$ cat config.mk
export PLATFORM = sky130hd
export DESIGN_NAME = ultrasonic_echo_ranger
export DESIGN_NICKNAME = d
export VERILOG_FILES = /design/src/hdl/uer_pkg.sv /design/src/hdl/ultrasonic_echo_ranger.sv
export SDC_FILE = /design/constraint.sdc
export NUM_CORES = 1
export LEC_CHECK = 0
export CAP_MARGIN = 20
export CORE_ASPECT_RATIO = 0.75
export CORE_MARGIN = 3
export CORE_UTILIZATION = 50
export CTS_BUF_LIST = sky130_fd_sc_hd__clkbuf_8 sky130_fd_sc_hd__clkbuf_16
export CTS_CLUSTER_DIAMETER = 80
export DETAILED_ROUTE_END_ITERATION = 8
export DONT_BUFFER_PORTS = 1
export PLACE_DENSITY = 0.63
export SYNTH_ARGS = -nofsm -noshare
export SYNTH_HDL_FRONTEND = slang
export SYNTH_SLANG_ARGS = --single-unit
$ cat constraint.sdc
create_clock -name clk -period 6.5 [get_ports clk]
set_input_delay 0 -clock clk [delete_from_list [all_inputs] [get_ports clk]]
set_output_delay 0 -clock clk [all_outputs]
set_load 0.03 [all_outputs]
$ cat src/hdl/uer_pkg.sv
// Shared types and constants for the ultrasonic echo ranger.
package uer_pkg;

	// Fixed field widths
	localparam int unsigned CMD_W   = 1;
	localparam int unsigned CHAN_W  = 3;
	localparam int unsigned ECHO_W  = 6;
	localparam int unsigned TRIG_W  = 6;
	localparam int unsigned DIST_W  = 16;
	localparam int unsigned COUNT_W = 16;
	localparam int unsigned TWID_W  = 8;
	localparam int unsigned CFG_IDX_W  = 2;
	localparam int unsigned CFG_DATA_W = 16;

	// Stream widths, padded to whole bytes
	localparam int unsigned S_DATA_W = 16;
	localparam int unsigned M_DATA_W = 32;

	// Register indexes
	localparam logic [CFG_IDX_W-1:0] REG_TRIGGER_WIDTH    = 2'd0;
	localparam logic [CFG_IDX_W-1:0] REG_TIMEOUT_TICKS    = 2'd1;
	localparam logic [CFG_IDX_W-1:0] REG_TIMEOUT_DISTANCE = 2'd2;

	// Register reset values
	localparam logic [TWID_W-1:0]  TRIGGER_WIDTH_RST    = 8'd10;
	localparam logic [COUNT_W-1:0] TIMEOUT_TICKS_RST    = 16'd20000;
	localparam logic [DIST_W-1:0]  TIMEOUT_DISTANCE_RST = 16'd400;

	// Command codes
	localparam logic [CMD_W-1:0] CMD_TICK  = 1'b0;
	localparam logic [CMD_W-1:0] CMD_START = 1'b1;

	// Phase codes
	localparam logic [1:0] PH_IDLE = 2'd0;
	localparam logic [1:0] PH_TRIG = 2'd1;
	localparam logic [1:0] PH_RISE = 2'd2;
	localparam logic [1:0] PH_FALL = 2'd3;

	// floor(2t/115) == (t * RECIP) >> RECIP_SHIFT for t < 2^16
	localparam int unsigned RECIP_W     = 18;
	localparam logic [RECIP_W-1:0] RECIP = 18'd145889;
	localparam int unsigned RECIP_SHIFT = 23;
	localparam int unsigned PROD_W      = COUNT_W + RECIP_W;
	localparam int unsigned QUOT_W      = 11;

	typedef struct packed {
		logic [ECHO_W-1:0] echo_levels;
		logic [CHAN_W-1:0] channel;
		logic [CMD_W-1:0]  command;
	} item_t;

	typedef struct packed {
		logic              busy_res;
		logic              timed_out;
		logic              result_valid;
		logic [DIST_W-1:0] distance_cm;
		logic [TRIG_W-1:0] trigger_pins;
	} result_t;

	localparam int unsigned RES_W = $bits(result_t);

endpackage

$ cat src/hdl/ultrasonic_echo_ranger.sv
// Ultrasonic echo ranger: tick/start stream in, one status/result beat out per beat.
// Usage
//   Slave stream carries one beat per microsecond tick or start command:
//   tuser = command (0 tick, 1 start), tdata = channel, echo_levels.
//   Master stream returns exactly one beat per input beat with the trigger
//   pin drive, distance, result/timeout flags and busy status after the update.
//   A start picks a sensor and holds its trigger pin for trigger_width ticks;
//   the echo pulse width t (ticks) is reported as floor(2t/115) cm, or
//   timeout_distance with timed_out set once the count passes timeout_ticks.
//   Starts while busy, and starts to a channel at or above NUM_SENSORS, are ignored.
// Timing
//   Input register, then update logic (one 16x18 multiply for the distance)
//   into the output register; a stall on the output holds the beat in the
//   input register. One beat per cycle while m_axis_tready stays high.
// Reset: arst_n clears the measurement state to idle and loads the register
//   defaults (trigger_width 10, timeout_ticks 20000, timeout_distance 400).
// Stall: while m_axis_tready is low the output beat holds; one more input beat
//   is taken into the input register, then s_axis_tready drops.
// Config: cfg_we/cfg_index/cfg_wdata write a register at the clock edge; write
//   only while no beat is in flight. Unknown indexes are ignored.
module ultrasonic_echo_ranger #(
	parameter int unsigned NUM_SENSORS = 6
) (
	input  logic                            clk,
	input  logic                            arst_n,
	// input stream
	input  logic                            s_axis_tvalid,
	output logic                            s_axis_tready,
	input  logic [uer_pkg::S_DATA_W-1:0]    s_axis_tdata,  // [2:0] channel, [8:3] echo_levels, rest 0
	input  logic [uer_pkg::CMD_W-1:0]       s_axis_tuser,  // [0] command
	// output stream
	output logic                            m_axis_tvalid,
	input  logic                            m_axis_tready,
	output logic [uer_pkg::M_DATA_W-1:0]    m_axis_tdata,  // [5:0] trigger_pins, [21:6] distance_cm,
	                                                       // [22] result_valid, [23] timed_out,
	                                                       // [24] busy_res, rest 0
	// register writes
	input  logic                            cfg_we,
	input  logic [uer_pkg::CFG_IDX_W-1:0]   cfg_index,
	input  logic [uer_pkg::CFG_DATA_W-1:0]  cfg_wdata
);

	localparam logic [3:0] NUM_SENS_4 = 4'(NUM_SENSORS);

	// configuration registers
	logic [uer_pkg::TWID_W-1:0]  trigger_width_q;
	logic [uer_pkg::COUNT_W-1:0] timeout_ticks_q;
	logic [uer_pkg::DIST_W-1:0]  timeout_distance_q;

	// measurement state
	logic [1:0]                  phase_q;
	logic [uer_pkg::COUNT_W-1:0] tick_count_q;
	logic [uer_pkg::CHAN_W-1:0]  active_sensor_q;
	logic                        last_echo_q;

	// pipeline
	logic           item_valid_s1;
	uer_pkg::item_t item_s1;
	logic           res_valid_s2;
	uer_pkg::result_t res_s2;
	logic           advance;

	// next-state logic
	logic [1:0]                  phase_d;
	logic [uer_pkg::COUNT_W-1:0] tick_count_d;
	logic [uer_pkg::CHAN_W-1:0]  active_sensor_d;
	logic                        last_echo_d;
	uer_pkg::result_t            res_d;
	logic [7:0]                  echo_ext;
	logic                        lvl;
	logic [uer_pkg::COUNT_W:0]   next_cnt;
	logic [uer_pkg::PROD_W-1:0]  prod;
	logic [7:0]                  trig_onehot;

	always_ff @(posedge clk or negedge arst_n) begin
		if (!arst_n) begin
			trigger_width_q    <= uer_pkg::TRIGGER_WIDTH_RST;
			timeout_ticks_q    <= uer_pkg::TIMEOUT_TICKS_RST;
			timeout_distance_q <= uer_pkg::TIMEOUT_DISTANCE_RST;
		end else if (cfg_we) begin
			case (cfg_index)
				uer_pkg::REG_TRIGGER_WIDTH: begin
					trigger_width_q <= cfg_wdata[uer_pkg::TWID_W-1:0];
				end
				uer_pkg::REG_TIMEOUT_TICKS: begin
					timeout_ticks_q <= cfg_wdata;
				end
				uer_pkg::REG_TIMEOUT_DISTANCE: begin
					timeout_distance_q <= cfg_wdata;
				end
				default: begin
				end
			endcase
		end
	end

	// s1 drains into the output register when that register is free or being taken
	assign advance       = item_valid_s1 && (!res_valid_s2 || m_axis_tready);
	assign s_axis_tready = !item_valid_s1 || advance;

	always_ff @(posedge clk or negedge arst_n) begin
		if (!arst_n) begin
			item_valid_s1 <= 1'b0;
		end else if (s_axis_tready) begin
			item_valid_s1 <= s_axis_tvalid;
		end
	end

	always_ff @(posedge clk) begin
		if (s_axis_tready && s_axis_tvalid) begin
			item_s1.command     <= s_axis_tuser;
			item_s1.channel     <= s_axis_tdata[uer_pkg::CHAN_W-1:0];
			item_s1.echo_levels <= s_axis_tdata[uer_pkg::CHAN_W +: uer_pkg::ECHO_W];
		end
	end

	// echo bits above the sensor pins read as zero
	assign echo_ext = {2'b00, item_s1.echo_levels};
	assign lvl      = echo_ext[active_sensor_q];
	assign next_cnt = {1'b0, tick_count_q} + 17'd1;
	// pulse width to centimeters by reciprocal multiply
	assign prod     = tick_count_q * uer_pkg::RECIP;

	always_comb begin
		phase_d         = phase_q;
		tick_count_d    = tick_count_q;
		active_sensor_d = active_sensor_q;
		last_echo_d     = last_echo_q;
		res_d           = '0;

		if (item_s1.command == uer_pkg::CMD_START) begin
			if (phase_q == uer_pkg::PH_IDLE && {1'b0, item_s1.channel} < NUM_SENS_4) begin
				active_sensor_d = item_s1.channel;
				phase_d         = uer_pkg::PH_TRIG;
				tick_count_d    = '0;
				last_echo_d     = echo_ext[item_s1.channel];
			end
		end else if (phase_q != uer_pkg::PH_IDLE) begin
			if (phase_q == uer_pkg::PH_TRIG) begin
				// a width of zero ends after one tick, same as one
				if (next_cnt >= {9'd0, trigger_width_q}) begin
					tick_count_d = '0;
					phase_d      = uer_pkg::PH_RISE;
				end else begin
					tick_count_d = next_cnt[uer_pkg::COUNT_W-1:0];
				end
			end else if (phase_q == uer_pkg::PH_RISE && lvl && !last_echo_q) begin
				tick_count_d = '0;
				phase_d      = uer_pkg::PH_FALL;
			end else if (phase_q == uer_pkg::PH_FALL && !lvl && last_echo_q) begin
				res_d.distance_cm  = {{(uer_pkg::DIST_W - uer_pkg::QUOT_W){1'b0}},
					prod[uer_pkg::RECIP_SHIFT +: uer_pkg::QUOT_W]};
				res_d.result_valid = 1'b1;
				tick_count_d       = '0;
				phase_d            = uer_pkg::PH_IDLE;
			end else if (next_cnt > {1'b0, timeout_ticks_q}) begin
				res_d.distance_cm  = timeout_distance_q;
				res_d.result_valid = 1'b1;
				res_d.timed_out    = 1'b1;
				tick_count_d       = '0;
				phase_d            = uer_pkg::PH_IDLE;
			end else begin
				tick_count_d = next_cnt[uer_pkg::COUNT_W-1:0];
			end
			last_echo_d = lvl;
		end

		// trigger pins beyond the six outputs are dropped
		trig_onehot = 8'd1 << active_sensor_d;
		res_d.trigger_pins = (phase_d == uer_pkg::PH_TRIG) ?
			trig_onehot[uer_pkg::TRIG_W-1:0] : '0;
		res_d.busy_res = (phase_d != uer_pkg::PH_IDLE);
	end

	always_ff @(posedge clk or negedge arst_n) begin
		if (!arst_n) begin
			phase_q         <= uer_pkg::PH_IDLE;
			tick_count_q    <= '0;
			active_sensor_q <= '0;
			last_echo_q     <= 1'b0;
		end else if (advance) begin
			phase_q         <= phase_d;
			tick_count_q    <= tick_count_d;
			active_sensor_q <= active_sensor_d;
			last_echo_q     <= last_echo_d;
		end
	end

	always_ff @(posedge clk or negedge arst_n) begin
		if (!arst_n) begin
			res_valid_s2 <= 1'b0;
		end else if (advance) begin
			res_valid_s2 <= 1'b1;
		end else if (m_axis_tready) begin
			res_valid_s2 <= 1'b0;
		end
	end

	always_ff @(posedge clk) begin
		if (advance) begin
			res_s2 <= res_d;
		end
	end

	assign m_axis_tvalid = res_valid_s2;
	assign m_axis_tdata  = {{(uer_pkg::M_DATA_W - uer_pkg::RES_W){1'b0}}, res_s2};

	// a finished measurement always leaves the block idle
	assert property (@(posedge clk) disable iff (!arst_n)
		res_valid_s2 && res_s2.result_valid |-> !res_s2.busy_res)
		else $error("result reported while still busy");

	// timeout flag only comes with a result
	assert property (@(posedge clk) disable iff (!arst_n)
		res_valid_s2 && res_s2.timed_out |-> res_s2.result_valid)
		else $error("timeout without result");

	// idle always holds a cleared counter
	assert property (@(posedge clk) disable iff (!arst_n)
		phase_q == uer_pkg::PH_IDLE |-> tick_count_q == '0)
		else $error("counter not cleared in idle");

	// at most one trigger pin, and only during a measurement
	assert property (@(posedge clk) disable iff (!arst_n)
		res_valid_s2 |-> $onehot0(res_s2.trigger_pins) &&
			(res_s2.trigger_pins == '0 || res_s2.busy_res))
		else $error("bad trigger drive");

endmodule
**Yosys cells after proc, flatten, opt, wreduce, memory -nomap -nowiden**

Index checks and enable logic that the tools add are counted.

- Logic and storage cells: 90
- Input bits: 40
- Output and inout port bits: 34
- Flip-flop bits (word level): 99

- Multiplexer cells: 29
- $lt $le $gt $ge: 5
- $mul: 1
- $add $sub $neg: 1
- Eq/ne operators: 7
- Bitwise operators: 2
- Shifts and indexed selects: 1
- Reductions and logical operators: 26

Operators by type and width:

| operator | number |
|---|---|
| $mux 16 | 8 |
| $mul 16x18->34 const B | 1 |
| $mux 18 | 1 |
| $add 16x1->17 const B | 1 |
| $ge 17x8->1 | 1 |
| $gt 17x16->1 | 1 |
| $mux 17 | 1 |
| $mux 2 | 8 |
| $lt 3x4->1 const B | 2 |
| $reduce_bool 2->1 | 4 |
| $logic_and 1x1->1 | 7 |
| $mux 1 | 7 |
| $bmux 1 s3 | 2 |
| $eq 2x1->1 const B | 3 |
| $eq 2x2->1 const B | 3 |
| $mux 3 | 2 |
| $reduce_and 2->1 | 3 |
| $reduce_or 6->1 | 1 |
| $shl 1x3->6 const A | 1 |
| $reduce_or 5->1 | 1 |
| $logic_not 1->1 | 4 |
| $logic_not 2->1 | 2 |
| $reduce_or 4->1 | 1 |
| $lt 3x3->1 const B | 1 |
| 4 further kinds | 6 |

**Depth between registers and ports, before layout**

- Depth after elaboration: 11
- Gate-level depth with buffers: 21
- Depth with buffers taken out: 21

**Worst setup path after synthesis**

No wires, ideal clock.

- Path kind: register to register
- Start: reg tick_count_q[13] (netlist bit)
- End: reg res_s2, in the netlist m_axis_tdata[13] (data pin)
- Required time: 6.244 ns
- Setup slack: 0.928 ns
- Clock period less this slack: 5.572 ns
- Path buffers: 0
- Arrival: 5.315 ns
- Stages on the path, launching flop included: 19
- Library setup time: 0.256 ns
- Cell sequence: dfrtp_1 fa_1 xor2_1 ha_1 a21oi_1 fa_1 fa_1 inv_1 fa_1 ha_1 ha_1 and2_1 a221oi_2 a21boi_1 a211oi_2 o21a_1 o21a_1 or3_1 a22o_1

- Longest elaborated chain between the ends: 4
- Elaborated cells between the ends (all ways): 5
- Those cells by class: 1 x add/sub; 1 x mul; 1 x order compare; 2 x mux

RTL lines:

| element | line | source |
|---|---|---|
| from (decl) | ultrasonic_echo_ranger.sv:52 | `logic [uer_pkg::COUNT_W-1:0] tick_count_q;` |
| from (signal assigned) | ultrasonic_echo_ranger.sv:183 | `tick_count_q <= tick_count_d;` |
| branches (longest 3 deep; another with $mul 16x18->34) | n/a |  |
| $mux 17 * | ultrasonic_echo_ranger.sv:150 | `end else if (phase_q == uer_pkg::PH_FALL && !lvl && last_echo_q) begin` |
| to (signal assigned) | ultrasonic_echo_ranger.sv:201 | `res_s2 <= res_d;` |
| to (decl) | ultrasonic_echo_ranger.sv:60 | `uer_pkg::result_t res_s2;` |

Mark *: on every way between the ends.
A chain may end at the register's enable or synchronous reset.

**Worst setup path after layout**

- Start: reg tick_count_q[3] (netlist bit)
- End: reg res_s2, in the netlist m_axis_tdata[13] (data pin)

The elaborated chain is that of the path after synthesis.

==> flow_metrics.env <==
export IMPL_critPathKind="reg -> reg"
export IMPL_synth_seq_area_share_pct=29.6
export IMPL_final_max_slew_violation_count=0
export IMPL_die_area_mm2=0.0196
export IMPL_synth_mux_area_fraction_pct=5.97
export IMPL_synth_cell_types=66
export IMPL_status="complete, no violations"
export IMPL_setup_viol_count_final=0
export IMPL_number_of_primary_i_o_pins=74
export IMPL_post_synth_top_area_fraction_pct=21.2
export IMPL_final_period_minus_worst_setup_slack_ps=6060
export IMPL_cts_num_sinks=99
export IMPL_timing_hold_violations_final=0
export IMPL_post_synthesis_cell_area_mm2=0.00899
export IMPL_max_slew_worst_pin_slew_ps=857
export IMPL_post_synth_top_count_cell="sky130_fd_sc_hd__ha_1"
export IMPL_cts_made_buffers=9
export IMPL_wire_per_inst_um=18.0
export IMPL_avgViaCountPerCell=5.49
export IMPL_finalWirelength_um=20000
export IMPL_rsz0062_at_grt="false"
export IMPL_finalNetCount=1132
export IMPL_cts_tree="yes"
export IMPL_reg2reg_depth=18
export IMPL_synth_top_flop_cell="sky130_fd_sc_hd__dfrtp_1"
export IMPL_start_kind="flip-flop"
export IMPL_mapped_cells=829
export IMPL_worst_r2r_startpoint="tick_count_q[3]"
export IMPL_maximum_number_of_pins_on_one_net_before_global_route_repair=65
export IMPL_worst_hold_path_num_cells=4
export IMPL_post_synth_xor_area_fraction_pct=2.13
export IMPL_drt_pre_antenna_iters=5
export IMPL_hpwlAfterDp_um=15900
export IMPL_synth_yosys_warnings=0
export IMPL_min_period_over_period_pct=93.2
export IMPL_grt_pass1_wl_um=33300
export IMPL_critical_path_required_ps=6600
export IMPL_crit_arrival_ps=6160
export IMPL_track_usage_pct=21.5
export IMPL_setup_ws_ps=440
export IMPL_die_height_um=122
export IMPL_synth_top_cells_by_count="152 x sky130_fd_sc_hd__ha_1, 137 x sky130_fd_sc_hd__inv_1, 70 x sky130_fd_sc_hd__fa_1"
export IMPL_start_util_pct=52.2
export IMPL_synth_top_cells_by_area="sky130_fd_sc_hd__ha_1 21%, sky130_fd_sc_hd__fa_1 16%, sky130_fd_sc_hd__dfrtp_1 15%"
export IMPL_antenna_cells_inserted=0
export IMPL_r2r_endpoint="m_axis_tdata[13]"
export IMPL_numPortBuffers=0
export IMPL_number_of_maximum_capacitance_constraint_violations=0
export IMPL_std_cell_rows=41
export IMPL_number_of_global_route_vias_before_repair=6394
export IMPL_areaGrowthSynthToFinish_pct=10.5
export IMPL_min_delay_start="cfg_index[1]"
export IMPL_post_route_cells_drive_above_1_share_pct=11.9
export IMPL_initial_drc_count=322
export IMPL_gp_congestion=0.905
export IMPL_fin_worst_skew_ps=13.0
export IMPL_detail_route_drc_violations=0
export IMPL_aggregate_global_routing_overflow=0
export IMPL_endpoint_kind="flip-flop"
export IMPL_clk_path_buf_depth=2
export IMPL_initial_antenna_violation_count=1
export IMPL_worst_skew_pair_late_latency_ps=350
export IMPL_max_slew_margin_rel_pct=42.9
export IMPL_asyncSetResetFlopFracSynth_pct=64.6
export IMPL_detail_route_antenna_nets=0
export IMPL_synth_enable_flop_cells=35
export IMPL_hold_path_class="in -> reg"
export IMPL_maxClockFrequency_ghz=0.165
export IMPL_reg2reg_slack_ps=440
export IMPL_core_area_mm2=0.0172
export IMPL_root_buffer_selected_by_cts="sky130_fd_sc_hd__clkbuf_16"
export IMPL_die_width_um=161
export IMPL_h_tree_depth=3
export IMPL_ys_seq_elements=99
export IMPL_synthesized_area_fraction_occupied_by_and_or_nand_nor_cells_pct=9.77
export IMPL_via_count=6099
export IMPL_post_place_ws_ps=433
export IMPL_synthAdderAreaFrac_pct=36.7
export IMPL_avgSynthCellArea_um2=10.8
export IMPL_synth_top_cell_by_area="sky130_fd_sc_hd__ha_1"
export IMPL_hold_path_endpoint="trigger_width_q[7]"
export IMPL_worst_setup_hold_path_clk_slew_ps=70
export IMPL_synth_top_family_by_area="adder cells"
export IMPL_crit_path_max_fanout=7
export IMPL_synth_compound_gate_area_share_pct=8.60
export IMPL_post_cts_resized_instances=0
export IMPL_final_tns_setup_ps=0
metal layers:
metal	track usage (%)	share of wire, %	vias to the layer above
li1	-	-	2925
met1	31.0	50	3001
met2	33.9	45	149
met3	4.86	4.8	22
met4	3.87	1.0	2
met5	0	0.065	-
logic make-up (layout without fill, tap and decap cells):
logic type	Yosys count	in the layout
AO/OA/AOI/OAI	115	115
XOR/XNOR	21	21
adder cells (fa/ha/maj)	222	222
buffers and inverters	159	199
flip-flops	99	99
multiplexers	46	46
other	1	7
AND/OR/NAND/NOR	166	166
layout by cell type (no fill, tap or decap), drive strengths merged, types with 10 or more instances in the layout:
master	n
a211oi	10
o21ai	36
xnor2	12
dfstp	10
ha	152
a21oi	19
fa	70
nor2	22
nor3	13
mux2	41
dlygate4sd3	30
edfxtp	35
nor4	13
and2	10
dfrtp	54
a21o	10
buf	16
inv	141
nand2	61
nand4	11
timing repair:
item                      4_1_cts  5_1_grt
hold buffers                   31        0
buffers inserted                0        0
hold endpoints to repair      116        0
flip-flops by register name, indices dropped and copies added (netlist names), 2 cells and up:
register and count:
timeout_ticks_q 16, timeout_distance_q 16, tick_count_q 16, phase_q 2
active_sensor_q 3, item_s1 4, echo_ext 6, m_axis_tdata 25
trigger_width_q 8
worst max-delay path by stage:
stage                           from          endpoint  cells past startpoint
finish               tick_count_q[3]  m_axis_tdata[13]                     18
global route         tick_count_q[3]  m_axis_tdata[15]                     18
CTS                 tick_count_q[13]  m_axis_tdata[13]                     15
detailed placement  tick_count_q[13]  m_axis_tdata[13]                     15
global placement    tick_count_q[13]  m_axis_tdata[13]                     15
floorplan           tick_count_q[13]  m_axis_tdata[13]                     18
through the flow:
stage | cells | hold WS (ps) | util [%] | area [um^2]
finish | 1111 | 37.2 | 57.6 | 9930
global route | 1111 | 60.5 | 57.6 | 9930
CTS | 1110 | 34.6 | 57.5 | 9900
detailed placement | 1063 | -294 | 53.9 | 9290
global placement | 1062 | -294 | 53.8 | 9280
floorplan | 835 | -296 | - | 9010
worst max-delay path: stages, from the launching register on:
cell,delay [ps]
sky130_fd_sc_hd__dfrtp_1,600
sky130_fd_sc_hd__fa_1,560
sky130_fd_sc_hd__ha_1,210
sky130_fd_sc_hd__or2_2,310
sky130_fd_sc_hd__fa_1,500
sky130_fd_sc_hd__fa_1,450
sky130_fd_sc_hd__fa_1,550
sky130_fd_sc_hd__inv_1,50
sky130_fd_sc_hd__fa_1,520
sky130_fd_sc_hd__inv_1,40
sky130_fd_sc_hd__ha_1,300
sky130_fd_sc_hd__o21ai_0,140
sky130_fd_sc_hd__nor2_1,70
sky130_fd_sc_hd__a211oi_2,380
sky130_fd_sc_hd__a211oi_2,180
sky130_fd_sc_hd__o21a_1,250
sky130_fd_sc_hd__o21a_1,200
sky130_fd_sc_hd__or3_1,310
sky130_fd_sc_hd__a22o_1,180
area by class of cell:
type                            instances  area, um^2
Inverter                              137         514
Clock buffer                            9         225
Sequential cell                        99        2670
Clock inverter                          7        61.3
Timing Repair Buffer                   46         460
Multi-Input combinational cell        577        5710
Fill cell                            1461        7310
Tap cell                              236         295
Power is not shown: default switching activity piles up to over one toggle a cycle in this logic, so the estimate is an artifact.
